--- config.mk ---
export PLATFORM = sky130hd
export DESIGN_NAME = bicycle_kinematic_odometry_step_top
export DESIGN_NICKNAME = d
export VERILOG_FILES = /design/src/rtl/bkos_pkg.sv /design/src/rtl/bkos_cordic.sv /design/src/rtl/bkos_muldiv.sv /design/src/rtl/bicycle_kinematic_odometry_step_top.sv
export VERILOG_INCLUDE_DIRS = /design/src /design/src/rtl
export SDC_FILE = /design/constraint.sdc
export NUM_CORES = 2
export LEC_CHECK = 0
export BUFFER_PORTS_ARGS = -buffer_cell sky130_fd_sc_hd__buf_2
export CAP_MARGIN = 20
export CORE_UTILIZATION = 35
export CTS_BUF_LIST = sky130_fd_sc_hd__clkbuf_2 sky130_fd_sc_hd__clkbuf_4 sky130_fd_sc_hd__clkbuf_8
export DETAILED_ROUTE_END_ITERATION = 6
export SLEW_MARGIN = 20
export SYNTH_ARGS = -nofsm -noshare
export SYNTH_HDL_FRONTEND = slang
export SYNTH_SLANG_ARGS = --single-unit
--- constraint.sdc ---
create_clock -name clock -period 10 [get_ports clock]
set_input_delay 0 -clock clock [delete_from_list [all_inputs] [get_ports clock]]
set_output_delay 0 -clock clock [all_outputs]
set_load 0.01 [all_outputs]
--- src/rtl/bicycle_kinematic_odometry_step_top_macros.svh ---
// Assertion macros for the odometry step block.
`ifndef BICYCLE_KINEMATIC_ODOMETRY_STEP_TOP_MACROS_SVH
`define BICYCLE_KINEMATIC_ODOMETRY_STEP_TOP_MACROS_SVH

// Condition holds at every edge outside reset.
`define BKOS_ASSERT_ALWAYS(label, clk, rst, cond, msg) \
   label: assert property (@(posedge clk) disable iff (rst) (cond)) else $error(msg);

// Consequent is checked after the antecedent, via the non-overlapped implication.
`define BKOS_ASSERT_NEXT(label, clk, rst, ante, cons, msg) \
   label: assert property (@(posedge clk) disable iff (rst) (ante) |=> (cons)) else $error(msg);

`endif

--- src/rtl/bkos_pkg.sv ---
`default_nettype none
package bkos_pkg;

   localparam int CORDIC_STEPS = 30;
   localparam int MUL_STEPS    = 32;
   localparam int DIV_STEPS    = 64;

   localparam logic [63:0]        INV_GAIN_Q30 = 64'd652032874;
   localparam logic signed [35:0] PI_Q30       = 36'sd3373259426;
   localparam logic signed [35:0] HALF_PI_Q30  = 36'sd1686629713;
   localparam logic signed [35:0] TWO_PI_Q30   = 36'sd6746518852;
   localparam logic signed [17:0] PI_Q13       = 18'sd25736;
   localparam logic signed [17:0] TWO_PI_Q13   = 18'sd51472;
   localparam logic signed [14:0] STEER_LIMIT  = 15'sd12288;

   // floor(2^47 / 51472), reciprocal for the 2*pi reduction of the heading delta
   localparam logic [63:0] MOD_RECIP = 64'd2734253348;

   localparam logic [15:0] WHEELBASE_RESET     = 16'd256;
   localparam logic [15:0] REAR_DISTANCE_RESET = 16'd128;
   localparam logic [15:0] SAMPLE_TIME_RESET   = 16'd6554;

   typedef enum logic [1:0] {
      CSR_WHEELBASE     = 2'd0,
      CSR_REAR_DISTANCE = 2'd1,
      CSR_SAMPLE_TIME   = 2'd2
   } csr_index_type;

   typedef enum logic [3:0] {
      ST_IDLE,
      ST_ROT_STEER,
      ST_MUL_A,
      ST_MUL_B,
      ST_VEC,
      ST_MUL_R,
      ST_ROT_HEAD,
      ST_MUL_VDT,
      ST_MUL_X,
      ST_MUL_Y,
      ST_MUL_NUM,
      ST_DIV_Q,
      ST_MUL_QE,
      ST_MUL_QC,
      ST_FINISH
   } state_type;

   typedef enum logic {
      MD_MUL,
      MD_DIV
   } md_op_type;

   typedef struct packed {
      logic               start;
      logic               vec;
      logic signed [63:0] x;
      logic signed [63:0] y;
      logic signed [63:0] z;
   } cordic_req_type;

   typedef struct packed {
      logic               busy;
      logic               done;
      logic signed [63:0] x;
      logic signed [63:0] y;
      logic signed [63:0] z;
   } cordic_rsp_type;

   // mul: a * b[31:0], negated if neg. div: b / a[31:0].
   typedef struct packed {
      logic        start;
      md_op_type   op;
      logic        neg;
      logic [63:0] a;
      logic [63:0] b;
   } md_req_type;

   typedef struct packed {
      logic        busy;
      logic        done;
      logic [63:0] acc;
      logic [63:0] quo;
   } md_rsp_type;

   function automatic logic signed [63:0] atan_q30(input logic [4:0] idx);
      logic [31:0] t;
      case (idx)
         5'd0:  t = 32'h3243F6A8;
         5'd1:  t = 32'h1DAC6705;
         5'd2:  t = 32'h0FADBAFC;
         5'd3:  t = 32'h07F56EA6;
         5'd4:  t = 32'h03FEAB76;
         5'd5:  t = 32'h01FFD55B;
         5'd6:  t = 32'h00FFFAAA;
         5'd7:  t = 32'h007FFF55;
         5'd8:  t = 32'h003FFFEA;
         5'd9:  t = 32'h001FFFFD;
         5'd10: t = 32'h000FFFFF;
         5'd11: t = 32'h0007FFFF;
         5'd12: t = 32'h0003FFFF;
         5'd13: t = 32'h0001FFFF;
         5'd14: t = 32'h0000FFFF;
         5'd15: t = 32'h00007FFF;
         5'd16: t = 32'h00003FFF;
         5'd17: t = 32'h00001FFF;
         5'd18: t = 32'h00000FFF;
         5'd19: t = 32'h000007FF;
         5'd20: t = 32'h000003FF;
         5'd21: t = 32'h000001FF;
         5'd22: t = 32'h000000FF;
         5'd23: t = 32'h0000007F;
         5'd24: t = 32'h0000003F;
         5'd25: t = 32'h0000001F;
         5'd26: t = 32'h0000000F;
         5'd27: t = 32'h00000008;
         5'd28: t = 32'h00000004;
         5'd29: t = 32'h00000002;
         default: t = 32'h00000000;
      endcase
      return {32'h0, t};
   endfunction

endpackage
`default_nettype wire

--- src/rtl/bkos_cordic.sv ---
`default_nettype none
// Iterative CORDIC, rotation or vectoring, one micro-rotation per cycle.
module bkos_cordic (
   input  wire logic                    clock,
   input  wire logic                    reset,
   input  wire bkos_pkg::cordic_req_type req,
   output bkos_pkg::cordic_rsp_type      rsp
);

   localparam logic [4:0] LAST_STEP = 5'(bkos_pkg::CORDIC_STEPS - 1);

   logic signed [63:0] x_ff, x_in, y_ff, y_in, z_ff, z_in;
   logic               vec_ff, vec_in;
   logic [4:0]         i_ff, i_in;
   logic               busy_ff, busy_in, done_ff, done_in;

   logic signed [63:0] xs, ys, at;
   logic               dir;

   always_comb begin
      xs  = x_ff >>> i_ff;
      ys  = y_ff >>> i_ff;
      at  = bkos_pkg::atan_q30(i_ff);
      // dir high: rotate counterclockwise
      dir = vec_ff ? y_ff[63] : ~z_ff[63];

      x_in    = x_ff;
      y_in    = y_ff;
      z_in    = z_ff;
      vec_in  = vec_ff;
      i_in    = i_ff;
      busy_in = busy_ff;
      done_in = 1'b0;
      if (req.start) begin
         x_in    = req.x;
         y_in    = req.y;
         z_in    = req.z;
         vec_in  = req.vec;
         i_in    = '0;
         busy_in = 1'b1;
      end else if (busy_ff) begin
         if (dir) begin
            x_in = x_ff - ys;
            y_in = y_ff + xs;
            z_in = z_ff - at;
         end else begin
            x_in = x_ff + ys;
            y_in = y_ff - xs;
            z_in = z_ff + at;
         end
         if (i_ff == LAST_STEP) begin
            busy_in = 1'b0;
            done_in = 1'b1;
         end else begin
            i_in = i_ff + 5'd1;
         end
      end
   end

   always_ff @(posedge clock) begin
      if (reset) begin
         busy_ff <= 1'b0;
         done_ff <= 1'b0;
      end else begin
         busy_ff <= busy_in;
         done_ff <= done_in;
      end
   end

   always_ff @(posedge clock) begin
      x_ff   <= x_in;
      y_ff   <= y_in;
      z_ff   <= z_in;
      vec_ff <= vec_in;
      i_ff   <= i_in;
   end

   assign rsp.busy = busy_ff;
   assign rsp.done = done_ff;
   assign rsp.x    = x_ff;
   assign rsp.y    = y_ff;
   assign rsp.z    = z_ff;

endmodule
`default_nettype wire

--- src/rtl/bkos_muldiv.sv ---
`default_nettype none
// Shift-add multiplier and restoring divider, one bit per cycle.
module bkos_muldiv (
   input  wire logic                clock,
   input  wire logic                reset,
   input  wire bkos_pkg::md_req_type req,
   output bkos_pkg::md_rsp_type      rsp
);

   logic [63:0]         acc_ff, acc_in, opa_ff, opa_in, opb_ff, opb_in;
   logic [6:0]          cnt_ff, cnt_in;
   bkos_pkg::md_op_type op_ff, op_in;
   logic                busy_ff, busy_in, done_ff, done_in;

   logic [32:0] trial;
   logic        ge;

   always_comb begin
      trial = {acc_ff[31:0], opb_ff[63]};
      ge    = trial >= {1'b0, opa_ff[31:0]};

      acc_in  = acc_ff;
      opa_in  = opa_ff;
      opb_in  = opb_ff;
      cnt_in  = cnt_ff;
      op_in   = op_ff;
      busy_in = busy_ff;
      done_in = 1'b0;
      if (req.start) begin
         acc_in  = '0;
         op_in   = req.op;
         opb_in  = req.b;
         busy_in = 1'b1;
         if (req.op == bkos_pkg::MD_MUL) begin
            opa_in = req.neg ? (~req.a + 64'd1) : req.a;
            cnt_in = 7'(bkos_pkg::MUL_STEPS);
         end else begin
            opa_in = req.a;
            cnt_in = 7'(bkos_pkg::DIV_STEPS);
         end
      end else if (busy_ff) begin
         if (op_ff == bkos_pkg::MD_MUL) begin
            if (opb_ff[0]) acc_in = acc_ff + opa_ff;
            opa_in = {opa_ff[62:0], 1'b0};
            opb_in = {1'b0, opb_ff[63:1]};
         end else begin
            acc_in = {31'b0, ge ? (trial - {1'b0, opa_ff[31:0]}) : trial};
            opb_in = {opb_ff[62:0], ge};
         end
         cnt_in = cnt_ff - 7'd1;
         if (cnt_ff == 7'd1) begin
            busy_in = 1'b0;
            done_in = 1'b1;
         end
      end
   end

   always_ff @(posedge clock) begin
      if (reset) begin
         busy_ff <= 1'b0;
         done_ff <= 1'b0;
      end else begin
         busy_ff <= busy_in;
         done_ff <= done_in;
      end
   end

   always_ff @(posedge clock) begin
      acc_ff <= acc_in;
      opa_ff <= opa_in;
      opb_ff <= opb_in;
      cnt_ff <= cnt_in;
      op_ff  <= op_in;
   end

   assign rsp.busy = busy_ff;
   assign rsp.done = done_ff;
   assign rsp.acc  = acc_ff;
   assign rsp.quo  = opb_ff;

endmodule
`default_nettype wire

--- src/rtl/bicycle_kinematic_odometry_step_top.sv ---
// Kinematic bicycle odometry, one Euler step per input beat.
// Each beat runs three 30-step CORDIC passes, nine 32-step multiplies and one 64-step
// divide, one at a time, each issued by a start strobe, then loads the result register.
// A new beat is accepted only once the previous one has reached the result register;
// the next beat is taken while a result waits, and the finish state stalls while the
// previous result is still unaccepted.
// Reset (synchronous, high): x, y, heading cleared, registers to defaults, idle.
`default_nettype none
`include "bicycle_kinematic_odometry_step_top_macros.svh"
module bicycle_kinematic_odometry_step_top (
   input  wire logic        clock,
   input  wire logic        reset,
   input  wire logic        req_tvalid,
   output logic             req_tready,
   input  wire logic [31:0] req_tdata,   // speed_in[15:0], steer_angle[30:16], pad
   output logic             rsp_tvalid,
   input  wire logic        rsp_tready,
   output logic [79:0]      rsp_tdata,   // pos_x[31:0], pos_y[63:32], heading[79:64]
   input  wire logic        csr_psel,
   input  wire logic        csr_penable,
   input  wire logic        csr_pwrite,
   input  wire logic [3:0]  csr_paddr,
   input  wire logic [31:0] csr_pwdata,
   output logic [31:0]      csr_prdata,
   output logic             csr_pready
);

   // ---------------- configuration registers ----------------
   logic [15:0] wheelbase_ff, wheelbase_in;
   logic [15:0] rear_ff, rear_in;
   logic [15:0] dt_ff, dt_in;
   logic        csr_wr;
   bkos_pkg::csr_index_type csr_idx;

   assign csr_pready = 1'b1;
   assign csr_wr     = csr_psel & csr_penable & csr_pwrite;
   assign csr_idx    = bkos_pkg::csr_index_type'(csr_paddr[3:2]);

   always_comb begin
      wheelbase_in = wheelbase_ff;
      rear_in      = rear_ff;
      dt_in        = dt_ff;
      csr_prdata   = '0;
      unique case (csr_idx)
         bkos_pkg::CSR_WHEELBASE: begin
            csr_prdata = {16'h0, wheelbase_ff};
            if (csr_wr) wheelbase_in = csr_pwdata[15:0];
         end
         bkos_pkg::CSR_REAR_DISTANCE: begin
            csr_prdata = {16'h0, rear_ff};
            if (csr_wr) rear_in = csr_pwdata[15:0];
         end
         bkos_pkg::CSR_SAMPLE_TIME: begin
            csr_prdata = {16'h0, dt_ff};
            if (csr_wr) dt_in = csr_pwdata[15:0];
         end
         default: csr_prdata = '0;   // unmapped: writes dropped
      endcase
   end

   // ---------------- datapath state ----------------
   bkos_pkg::state_type state_ff, state_in;
   logic go_ff, go_in;               // first cycle of a unit op: issue start

   logic signed [15:0] v_ff, v_in;
   logic signed [14:0] st_ff, st_in;
   logic signed [31:0] cs_ff, cs_in, sn_ff, sn_in, hc_ff, hc_in, hs_ff, hs_in;
   logic signed [47:0] a_ff, a_in, b_ff, b_in;
   logic signed [63:0] mag_ff, mag_in;
   logic signed [31:0] slip_ff, slip_in;
   logic [31:0]        r_ff, r_in;
   logic signed [31:0] vdt_ff, vdt_in;
   logic [63:0]        u_ff, u_in, q_ff, q_in;
   logic [31:0]        qe_ff, qe_in;
   logic               nneg_ff, nneg_in, rneg_ff, rneg_in;
   logic [15:0]        d_ff, d_in;
   logic signed [31:0] acc_x_ff, acc_x_in, acc_y_ff, acc_y_in;
   logic signed [15:0] acc_heading_ff, acc_heading_in;
   logic               rsp_valid_ff, rsp_valid_in;
   logic [79:0]        rsp_data_ff, rsp_data_in;

   bkos_pkg::cordic_req_type cordic_req;
   bkos_pkg::cordic_rsp_type cordic_rsp;
   bkos_pkg::md_req_type     md_req;
   bkos_pkg::md_rsp_type     md_rsp;

   bkos_cordic u_cordic (
      .clock (clock),
      .reset (reset),
      .req   (cordic_req),
      .rsp   (cordic_rsp)
   );

   bkos_muldiv u_muldiv (
      .clock (clock),
      .reset (reset),
      .req   (md_req),
      .rsp   (md_rsp)
   );

   assign req_tready = (state_ff == bkos_pkg::ST_IDLE);
   assign rsp_tvalid = rsp_valid_ff;
   assign rsp_tdata  = rsp_data_ff;

   function automatic logic signed [31:0] sat32(input logic signed [32:0] s);
      if (s > 33'sd2147483647)       return 32'sh7FFFFFFF;
      else if (s < -33'sd2147483648) return 32'sh80000000;
      else                           return s[31:0];
   endfunction

   // ---------------- rotation angle setup ----------------
   // Angle in Q30, wrapped into [-pi, pi], then folded into [-pi/2, pi/2]
   // with a result negation flag.
   logic signed [35:0] rot_ang, ang_wrap, rot_z;
   logic               rot_neg;
   logic signed [14:0] st_raw, st_sat;
   logic [15:0]        l_eff;
   logic [63:0]        mag_pos;
   logic [31:0]        vdt_abs;
   logic signed [63:0] prod, px, py;
   logic signed [63:0] cx, cy;
   logic signed [17:0] hsum, hwrap;
   logic [31:0]        r_raw;
   logic [16:0]        rem17;

   always_comb begin
      if (state_ff == bkos_pkg::ST_ROT_STEER)
         rot_ang = {{4{st_ff[14]}}, st_ff, 17'b0};
      else
         rot_ang = {{3{acc_heading_ff[15]}}, acc_heading_ff, 17'b0}
                   + {{4{slip_ff[31]}}, slip_ff};
      if (rot_ang > bkos_pkg::PI_Q30)       ang_wrap = rot_ang - bkos_pkg::TWO_PI_Q30;
      else if (rot_ang < -bkos_pkg::PI_Q30) ang_wrap = rot_ang + bkos_pkg::TWO_PI_Q30;
      else                                  ang_wrap = rot_ang;
      rot_neg = 1'b1;
      if (ang_wrap > bkos_pkg::HALF_PI_Q30)       rot_z = ang_wrap - bkos_pkg::PI_Q30;
      else if (ang_wrap < -bkos_pkg::HALF_PI_Q30) rot_z = ang_wrap + bkos_pkg::PI_Q30;
      else begin
         rot_z   = ang_wrap;
         rot_neg = 1'b0;
      end
   end

   // ---------------- unit requests ----------------
   always_comb begin
      mag_pos = mag_ff[63] ? 64'd0 : mag_ff;
      vdt_abs = vdt_ff[31] ? (~vdt_ff + 32'd1) : vdt_ff;

      cordic_req.start = 1'b0;
      cordic_req.vec   = (state_ff == bkos_pkg::ST_VEC);
      cordic_req.x     = $signed(bkos_pkg::INV_GAIN_Q30);
      cordic_req.y     = '0;
      cordic_req.z     = {{28{rot_z[35]}}, rot_z};

      md_req.start = 1'b0;
      md_req.op    = bkos_pkg::MD_MUL;
      md_req.neg   = 1'b0;
      md_req.a     = '0;
      md_req.b     = '0;

      case (state_ff)
         bkos_pkg::ST_ROT_STEER, bkos_pkg::ST_ROT_HEAD: cordic_req.start = go_ff;
         bkos_pkg::ST_VEC: begin
            cordic_req.start = go_ff;
            cordic_req.x     = {{16{b_ff[47]}}, b_ff};
            cordic_req.y     = {{16{a_ff[47]}}, a_ff};
            cordic_req.z     = '0;
         end
         bkos_pkg::ST_MUL_A: begin
            md_req.start = go_ff;
            md_req.a     = {{32{sn_ff[31]}}, sn_ff};
            md_req.b     = {48'h0, rear_ff};
         end
         bkos_pkg::ST_MUL_B: begin
            md_req.start = go_ff;
            md_req.a     = {{32{cs_ff[31]}}, cs_ff};
            md_req.b     = {48'h0, l_eff};
         end
         bkos_pkg::ST_MUL_R: begin
            md_req.start = go_ff;
            md_req.a     = {16'h0, mag_pos[63:16]};
            md_req.b     = bkos_pkg::INV_GAIN_Q30;
         end
         bkos_pkg::ST_MUL_VDT: begin
            md_req.start = go_ff;
            md_req.a     = {{48{v_ff[15]}}, v_ff};
            md_req.b     = {48'h0, dt_ff};
         end
         bkos_pkg::ST_MUL_X: begin
            md_req.start = go_ff;
            md_req.neg   = vdt_ff[31];
            md_req.a     = {{32{hc_ff[31]}}, hc_ff};
            md_req.b     = {32'h0, vdt_abs};
         end
         bkos_pkg::ST_MUL_Y: begin
            md_req.start = go_ff;
            md_req.neg   = vdt_ff[31];
            md_req.a     = {{32{hs_ff[31]}}, hs_ff};
            md_req.b     = {32'h0, vdt_abs};
         end
         bkos_pkg::ST_MUL_NUM: begin
            md_req.start = go_ff;
            md_req.neg   = vdt_ff[31];
            md_req.a     = {{32{sn_ff[31]}}, sn_ff};
            md_req.b     = {32'h0, vdt_abs};
         end
         bkos_pkg::ST_DIV_Q: begin
            md_req.start = go_ff;
            md_req.op    = bkos_pkg::MD_DIV;
            md_req.a     = {32'h0, r_ff};
            md_req.b     = u_ff;
         end
         bkos_pkg::ST_MUL_QE: begin
            // quotient estimate by 2*pi: (n >> 11) * floor(2^47 / 51472) >> 36,
            // low by at most one
            md_req.start = go_ff;
            md_req.a     = {11'h0, q_ff[63:11]};
            md_req.b     = bkos_pkg::MOD_RECIP;
         end
         bkos_pkg::ST_MUL_QC: begin
            md_req.start = go_ff;
            md_req.a     = {32'h0, qe_ff};
            md_req.b     = 64'(bkos_pkg::TWO_PI_Q13);
         end
         default: ;
      endcase
   end

   // ---------------- sequencer ----------------
   always_comb begin
      st_raw = req_tdata[30:16];
      if (st_raw > bkos_pkg::STEER_LIMIT)       st_sat = bkos_pkg::STEER_LIMIT;
      else if (st_raw < -bkos_pkg::STEER_LIMIT) st_sat = -bkos_pkg::STEER_LIMIT;
      else                                      st_sat = st_raw;
      l_eff = (wheelbase_ff == 16'h0) ? 16'd1 : wheelbase_ff;

      prod  = $signed(md_rsp.acc);
      px    = prod + 64'sd137438953472;     // + 2^37, then floor by 38
      py    = px;
      cx    = rneg_ff ? -cordic_rsp.x : cordic_rsp.x;
      cy    = rneg_ff ? -cordic_rsp.y : cordic_rsp.y;
      r_raw = md_rsp.acc[61:30];
      // remainder n - qe * 2pi lies in [0, 2 * 2pi), so 17 low bits hold it
      rem17 = q_ff[16:0] - md_rsp.acc[16:0];
      hsum  = nneg_ff ? ({{2{acc_heading_ff[15]}}, acc_heading_ff} - $signed({2'b0, d_ff}))
                      : ({{2{acc_heading_ff[15]}}, acc_heading_ff} + $signed({2'b0, d_ff}));
      if (hsum > bkos_pkg::PI_Q13)       hwrap = hsum - bkos_pkg::TWO_PI_Q13;
      else if (hsum < -bkos_pkg::PI_Q13) hwrap = hsum + bkos_pkg::TWO_PI_Q13;
      else                               hwrap = hsum;

      state_in       = state_ff;
      go_in          = 1'b0;
      v_in           = v_ff;
      st_in          = st_ff;
      cs_in          = cs_ff;
      sn_in          = sn_ff;
      hc_in          = hc_ff;
      hs_in          = hs_ff;
      a_in           = a_ff;
      b_in           = b_ff;
      mag_in         = mag_ff;
      slip_in        = slip_ff;
      r_in           = r_ff;
      vdt_in         = vdt_ff;
      u_in           = u_ff;
      q_in           = q_ff;
      qe_in          = qe_ff;
      nneg_in        = nneg_ff;
      rneg_in        = (cordic_req.start && !cordic_req.vec) ? rot_neg : rneg_ff;
      d_in           = d_ff;
      acc_x_in       = acc_x_ff;
      acc_y_in       = acc_y_ff;
      acc_heading_in = acc_heading_ff;
      rsp_valid_in   = rsp_valid_ff & ~rsp_tready;
      rsp_data_in    = rsp_data_ff;

      unique case (state_ff)
         bkos_pkg::ST_IDLE: begin
            if (req_tvalid) begin
               v_in     = req_tdata[15:0];
               st_in    = st_sat;
               state_in = bkos_pkg::ST_ROT_STEER;
               go_in    = 1'b1;
            end
         end
         bkos_pkg::ST_ROT_STEER: begin
            if (cordic_rsp.done) begin
               cs_in    = cx[31:0];
               sn_in    = cy[31:0];
               state_in = bkos_pkg::ST_MUL_A;
               go_in    = 1'b1;
            end
         end
         bkos_pkg::ST_MUL_A: begin
            if (md_rsp.done) begin
               a_in     = prod[47:0];
               state_in = bkos_pkg::ST_MUL_B;
               go_in    = 1'b1;
            end
         end
         bkos_pkg::ST_MUL_B: begin
            if (md_rsp.done) begin
               b_in     = (prod < 64'sd1) ? 48'sd1 : prod[47:0];
               state_in = bkos_pkg::ST_VEC;
               go_in    = 1'b1;
            end
         end
         bkos_pkg::ST_VEC: begin
            if (cordic_rsp.done) begin
               mag_in   = cordic_rsp.x;
               slip_in  = cordic_rsp.z[31:0];
               state_in = bkos_pkg::ST_MUL_R;
               go_in    = 1'b1;
            end
         end
         bkos_pkg::ST_MUL_R: begin
            if (md_rsp.done) begin
               r_in     = (r_raw == 32'h0) ? 32'd1 : r_raw;
               state_in = bkos_pkg::ST_ROT_HEAD;
               go_in    = 1'b1;
            end
         end
         bkos_pkg::ST_ROT_HEAD: begin
            if (cordic_rsp.done) begin
               hc_in    = cx[31:0];
               hs_in    = cy[31:0];
               state_in = bkos_pkg::ST_MUL_VDT;
               go_in    = 1'b1;
            end
         end
         bkos_pkg::ST_MUL_VDT: begin
            if (md_rsp.done) begin
               vdt_in   = prod[31:0];
               state_in = bkos_pkg::ST_MUL_X;
               go_in    = 1'b1;
            end
         end
         bkos_pkg::ST_MUL_X: begin
            if (md_rsp.done) begin
               acc_x_in = sat32({acc_x_ff[31], acc_x_ff}
                                + {{7{px[63]}}, px[63:38]});
               state_in = bkos_pkg::ST_MUL_Y;
               go_in    = 1'b1;
            end
         end
         bkos_pkg::ST_MUL_Y: begin
            if (md_rsp.done) begin
               acc_y_in = sat32({acc_y_ff[31], acc_y_ff}
                                + {{7{py[63]}}, py[63:38]});
               state_in = bkos_pkg::ST_MUL_NUM;
               go_in    = 1'b1;
            end
         end
         bkos_pkg::ST_MUL_NUM: begin
            if (md_rsp.done) begin
               nneg_in  = prod[63];
               u_in     = prod[63] ? (~md_rsp.acc + 64'd1) : md_rsp.acc;
               state_in = bkos_pkg::ST_DIV_Q;
               go_in    = 1'b1;
            end
         end
         bkos_pkg::ST_DIV_Q: begin
            if (md_rsp.done) begin
               // rounded Q13 delta magnitude
               q_in     = (md_rsp.quo + 64'd262144) >> 19;
               state_in = bkos_pkg::ST_MUL_QE;
               go_in    = 1'b1;
            end
         end
         bkos_pkg::ST_MUL_QE: begin
            if (md_rsp.done) begin
               qe_in    = {4'h0, md_rsp.acc[63:36]};
               state_in = bkos_pkg::ST_MUL_QC;
               go_in    = 1'b1;
            end
         end
         bkos_pkg::ST_MUL_QC: begin
            if (md_rsp.done) begin
               d_in     = (rem17 >= 17'(bkos_pkg::TWO_PI_Q13))
                          ? 16'(rem17 - 17'(bkos_pkg::TWO_PI_Q13)) : rem17[15:0];
               state_in = bkos_pkg::ST_FINISH;
            end
         end
         bkos_pkg::ST_FINISH: begin
            // wait for the output register to free up
            if (!rsp_valid_ff || rsp_tready) begin
               acc_heading_in = hwrap[15:0];
               rsp_valid_in   = 1'b1;
               rsp_data_in    = {hwrap[15:0], acc_y_ff, acc_x_ff};
               state_in       = bkos_pkg::ST_IDLE;
            end
         end
         default: state_in = bkos_pkg::ST_IDLE;
      endcase
   end

   always_ff @(posedge clock) begin
      if (reset) begin
         state_ff       <= bkos_pkg::ST_IDLE;
         go_ff          <= 1'b0;
         rsp_valid_ff   <= 1'b0;
         acc_x_ff       <= '0;
         acc_y_ff       <= '0;
         acc_heading_ff <= '0;
         wheelbase_ff   <= bkos_pkg::WHEELBASE_RESET;
         rear_ff        <= bkos_pkg::REAR_DISTANCE_RESET;
         dt_ff          <= bkos_pkg::SAMPLE_TIME_RESET;
      end else begin
         state_ff       <= state_in;
         go_ff          <= go_in;
         rsp_valid_ff   <= rsp_valid_in;
         acc_x_ff       <= acc_x_in;
         acc_y_ff       <= acc_y_in;
         acc_heading_ff <= acc_heading_in;
         wheelbase_ff   <= wheelbase_in;
         rear_ff        <= rear_in;
         dt_ff          <= dt_in;
      end
   end

   // payload, no reset
   always_ff @(posedge clock) begin
      v_ff        <= v_in;
      st_ff       <= st_in;
      cs_ff       <= cs_in;
      sn_ff       <= sn_in;
      hc_ff       <= hc_in;
      hs_ff       <= hs_in;
      a_ff        <= a_in;
      b_ff        <= b_in;
      mag_ff      <= mag_in;
      slip_ff     <= slip_in;
      r_ff        <= r_in;
      vdt_ff      <= vdt_in;
      u_ff        <= u_in;
      q_ff        <= q_in;
      qe_ff       <= qe_in;
      nneg_ff     <= nneg_in;
      rneg_ff     <= rneg_in;
      d_ff        <= d_in;
      rsp_data_ff <= rsp_data_in;
   end

   // ---------------- assertions ----------------
   `BKOS_ASSERT_ALWAYS(a_one_unit, clock, reset, !(cordic_rsp.busy && md_rsp.busy), "both units busy")
   `BKOS_ASSERT_ALWAYS(a_head_range, clock, reset, (acc_heading_ff <= 16'sd25736) && (acc_heading_ff >= -16'sd25736), "heading out of range")
   `BKOS_ASSERT_NEXT(a_accept_start, clock, reset, req_tvalid && req_tready, (state_ff == bkos_pkg::ST_ROT_STEER) && go_ff, "accept did not start sequence")

endmodule
`default_nettype wire
==> reports/results.txt <==
status - completed
routed length per placed instance - 25.1 um
CTS hold repair buffers - 132
register area share after synthesis - 38.6%
worst r2r path cells - 27
initial antenna violation count - 6
htree depth - 4
largest net degree at the start of global routing - 153
post-CTS resize count - 0
Period minus WS final - 9.24 ns
DR DRC count - 0
DIE WIDTH - 501 um
top_reg_cell synth - edfxtp_1
Max Cap Viol - 0
Synth async-reset ratio - 0%
core area - 247000 um2
Fin. Hold Viols - 0
RSZ-0062 raised after global routing - false
Die Height - 501 um
vias per cell - 5.93
HPWL after DPL - 240000 um
commonest non-fill, non-tap cell in the layout - edfxtp_1
max-slew violations - 0
layout cell share with drive strength beyond 1 - 11.2%
setup_tns - 0 ns
GP Congestion - 0.985
Slew @ Worst Pin - 1.23 ns
WL final - 323000 um
final setup vio count - 0
fin crit share - 92.4%
Synth cell types - 121
CTS tree - yes
worst min path class - in2reg
Cell Pwr Density - 402 nW/um2
crit path capture - u_cordic.x_ff[56]
top cell type's share of synthesized area - 33.2%
required time worst endpoint - 10.69 ns
Critical Path Source Type - register
Data arrival, critical path - 9.94 ns
Via Count - 76466
Top Ports - 190
worst reg2reg path endpoint - u_cordic.x_ff[56]
crit-path max cell delay - 0.87 ns
Worst Path Buf+Inv - 2
worst skew pair latency - 1.01 ns
drt first pass iters - 6
setup skew after layout - 0.0788 ns
RR Startpoint - u_cordic.i_ff[1]
All-Layer GR Usage - 24.9%
r2r setup slk - 0.76 ns
worst slack at placement - 0.957 ns
Crit. End Element - register
Cell Rows - 182
fin nets - 9916
fillers - 24405
Antenna Nets Post-Route - 0
number of global-route vias before repair - 72450
LEAKAGE - 0.0363 uW
slowest stage cell, crit path - dfxtp_4
Crit. path cell count - 27
most frequent cells in the layout - 963 x edfxtp_1, 960 x nand2_1, 710 x o21ai_0, 698 x a21oi_1, 627 x nor2_1
EDFF count, synth - 963
Clock Path Buffers - 3
Synth Instances - 9277
Setup CP Type - reg2reg
Sink Count - 1200
first-pass GRT wire length - 474000 um
CTS root buffer - clkbuf_8
Port Buf Inserts - 153
Crit path top cell by count - o21ai_0
Clk pin slew, worst setup/hold paths - 0.07 ns
Ys Warns - 0
fmax - 0.108 GHz
Register Area - 33700 um2
grt ovf - 0
cell family with most CP delay - compound AO/OA/AOI/OAI gates
1st-iter DRT viols - 8504
Worst slew margin - 17.5%
final worst setup slack - 0.757 ns
Synth Register Bits - 1200
full die area - 251000 um2
worst vdd ir - 0.249 mV
crit path from - u_cordic.i_ff[1]
Post-CTS Setup Bufs - 0
cell taking the most area after synthesis - edfxtp_1
Avg Inst Size Synth - 9.40 um2
mapped cell area - 87200 um2
crit path max fanout - 66
Syn-to-layout area delta - 11.4%
Synth area leaders - edfxtp_1 33%, ha_1 6.2%, dfxtp_1 5.4%
CTS Buf Count - 210
hold wc startpoint - req_tvalid
Initial Util - 35.3%
Multi-input gate area - 50500 um2
==> cell usage after synthesis, drive strengths merged, types with 131 or more instances <==
master,instances
nor3,141
a21oi,699
o21ai,734
xnor2,486
mux2i,175
a21o,205
nand3,308
inv,273
mux4,172
dfxtp,237
buf,146
clkbuf,402
nand2,962
nor2,635
ha,434
a211oi,147
edfxtp,963
xor2,298
nor2b,131
==> state kept, by name, indices dropped and copies added (netlist names), 45 cells and up <==
| name | flops |
|---|---|
| rsp_tdata | 80 |
| u_cordic.x_ff | 64 |
| u_cordic.y_ff | 64 |
| u_cordic.z_ff | 64 |
| u_ff | 64 |
| u_muldiv.acc_ff | 64 |
| u_muldiv.opa_ff | 64 |
| u_muldiv.opb_ff | 64 |
| a_ff | 48 |
| b_ff | 48 |
| mag_ff | 48 |
| q_ff | 45 |
==> report_power, final <==
group / switching (uW) / internal [uW]
registers: 1450 / 7240
clock network: 2250 / 2650
logic: 15500 / 9990
==> layer usage <==
layer | wire [um] | up-vias | track usage (%) | share of wire [%]
met5 | 12 | - | 0 | 0.0037
met4 | 12800 | 2 | 9.60 | 4.0
met3 | 24900 | 548 | 3.85 | 7.7
met2 | 149000 | 3330 | 40.4 | 46
met1 | 136000 | 37623 | 33.1 | 42
li1 | - | 34963 | - | -
==> worst reg2reg max path, delay by kind of cell, from the launching register on <==
kind	cells	cell delay [ns]
multiplexers	2	0.72
AND/OR/NAND/NOR	6	1.33
adder cells (fa/ha/maj)	1	0.37
XOR/XNOR	2	0.48
buffers and inverters	2	1.15
flip-flops	1	0.87
AO/OA/AOI/OAI	14	4.02
==> cell type report <==
cell class                      instances  share of cell area, %
Clock buffer                          288                   3.67
Antenna cell                            3                0.00773
Multi-Input combinational cell       7266                   51.9
Tap cell                             3312                   4.26
Sequential cell                      1200                   34.7
Clock inverter                        109                  0.926
Timing Repair Buffer                  441                   3.43
Inverter                              278                   1.09
==> stage by stage <==
step	power [uW]	utilization (%)	std cells	hold WS [ns]	area (um2)
after floorplan	26300	-	9292	0.0989	87300
after global placement	33400	37.0	12364	0.184	91300
after detailed placement	33700	37.0	12364	0.181	91400
after CTS	38800	39.4	12893	0.00357	97100
after global routing	41600	39.4	12895	0.0759	97200
final	39100	39.4	12897	0.109	97200
==> cells by family after synthesis <==
family | after synthesis | share of synthesized area, %
other | 2 | 0.00861
AO/OA/AOI/OAI | 2732 | 20.1
AND/OR/NAND/NOR | 2878 | 15.8
XOR/XNOR | 784 | 7.89
adder cells (fa/ha/maj) | 451 | 6.54
flip-flops | 1200 | 38.6
multiplexers | 404 | 7.19
buffers and inverters | 826 | 3.85
==> worst min path at each step <==
| stage | endpoint | slack, ns | cells past startpoint |
|---|---|---|---|
| detailed placement | v_ff[6] | 0.18 | 1 |
| finish | go_ff | 0.11 | 6 |
| floorplan | v_ff[0] | 0.1 | 0 |
| global route | u_cordic.busy_ff | 0.08 | 3 |
| CTS | u_cordic.busy_ff | 0.004 | 3 |
| global placement | v_ff[8] | 0.18 | 1 |
Note: power is estimated with default switching activity, not from simulation.
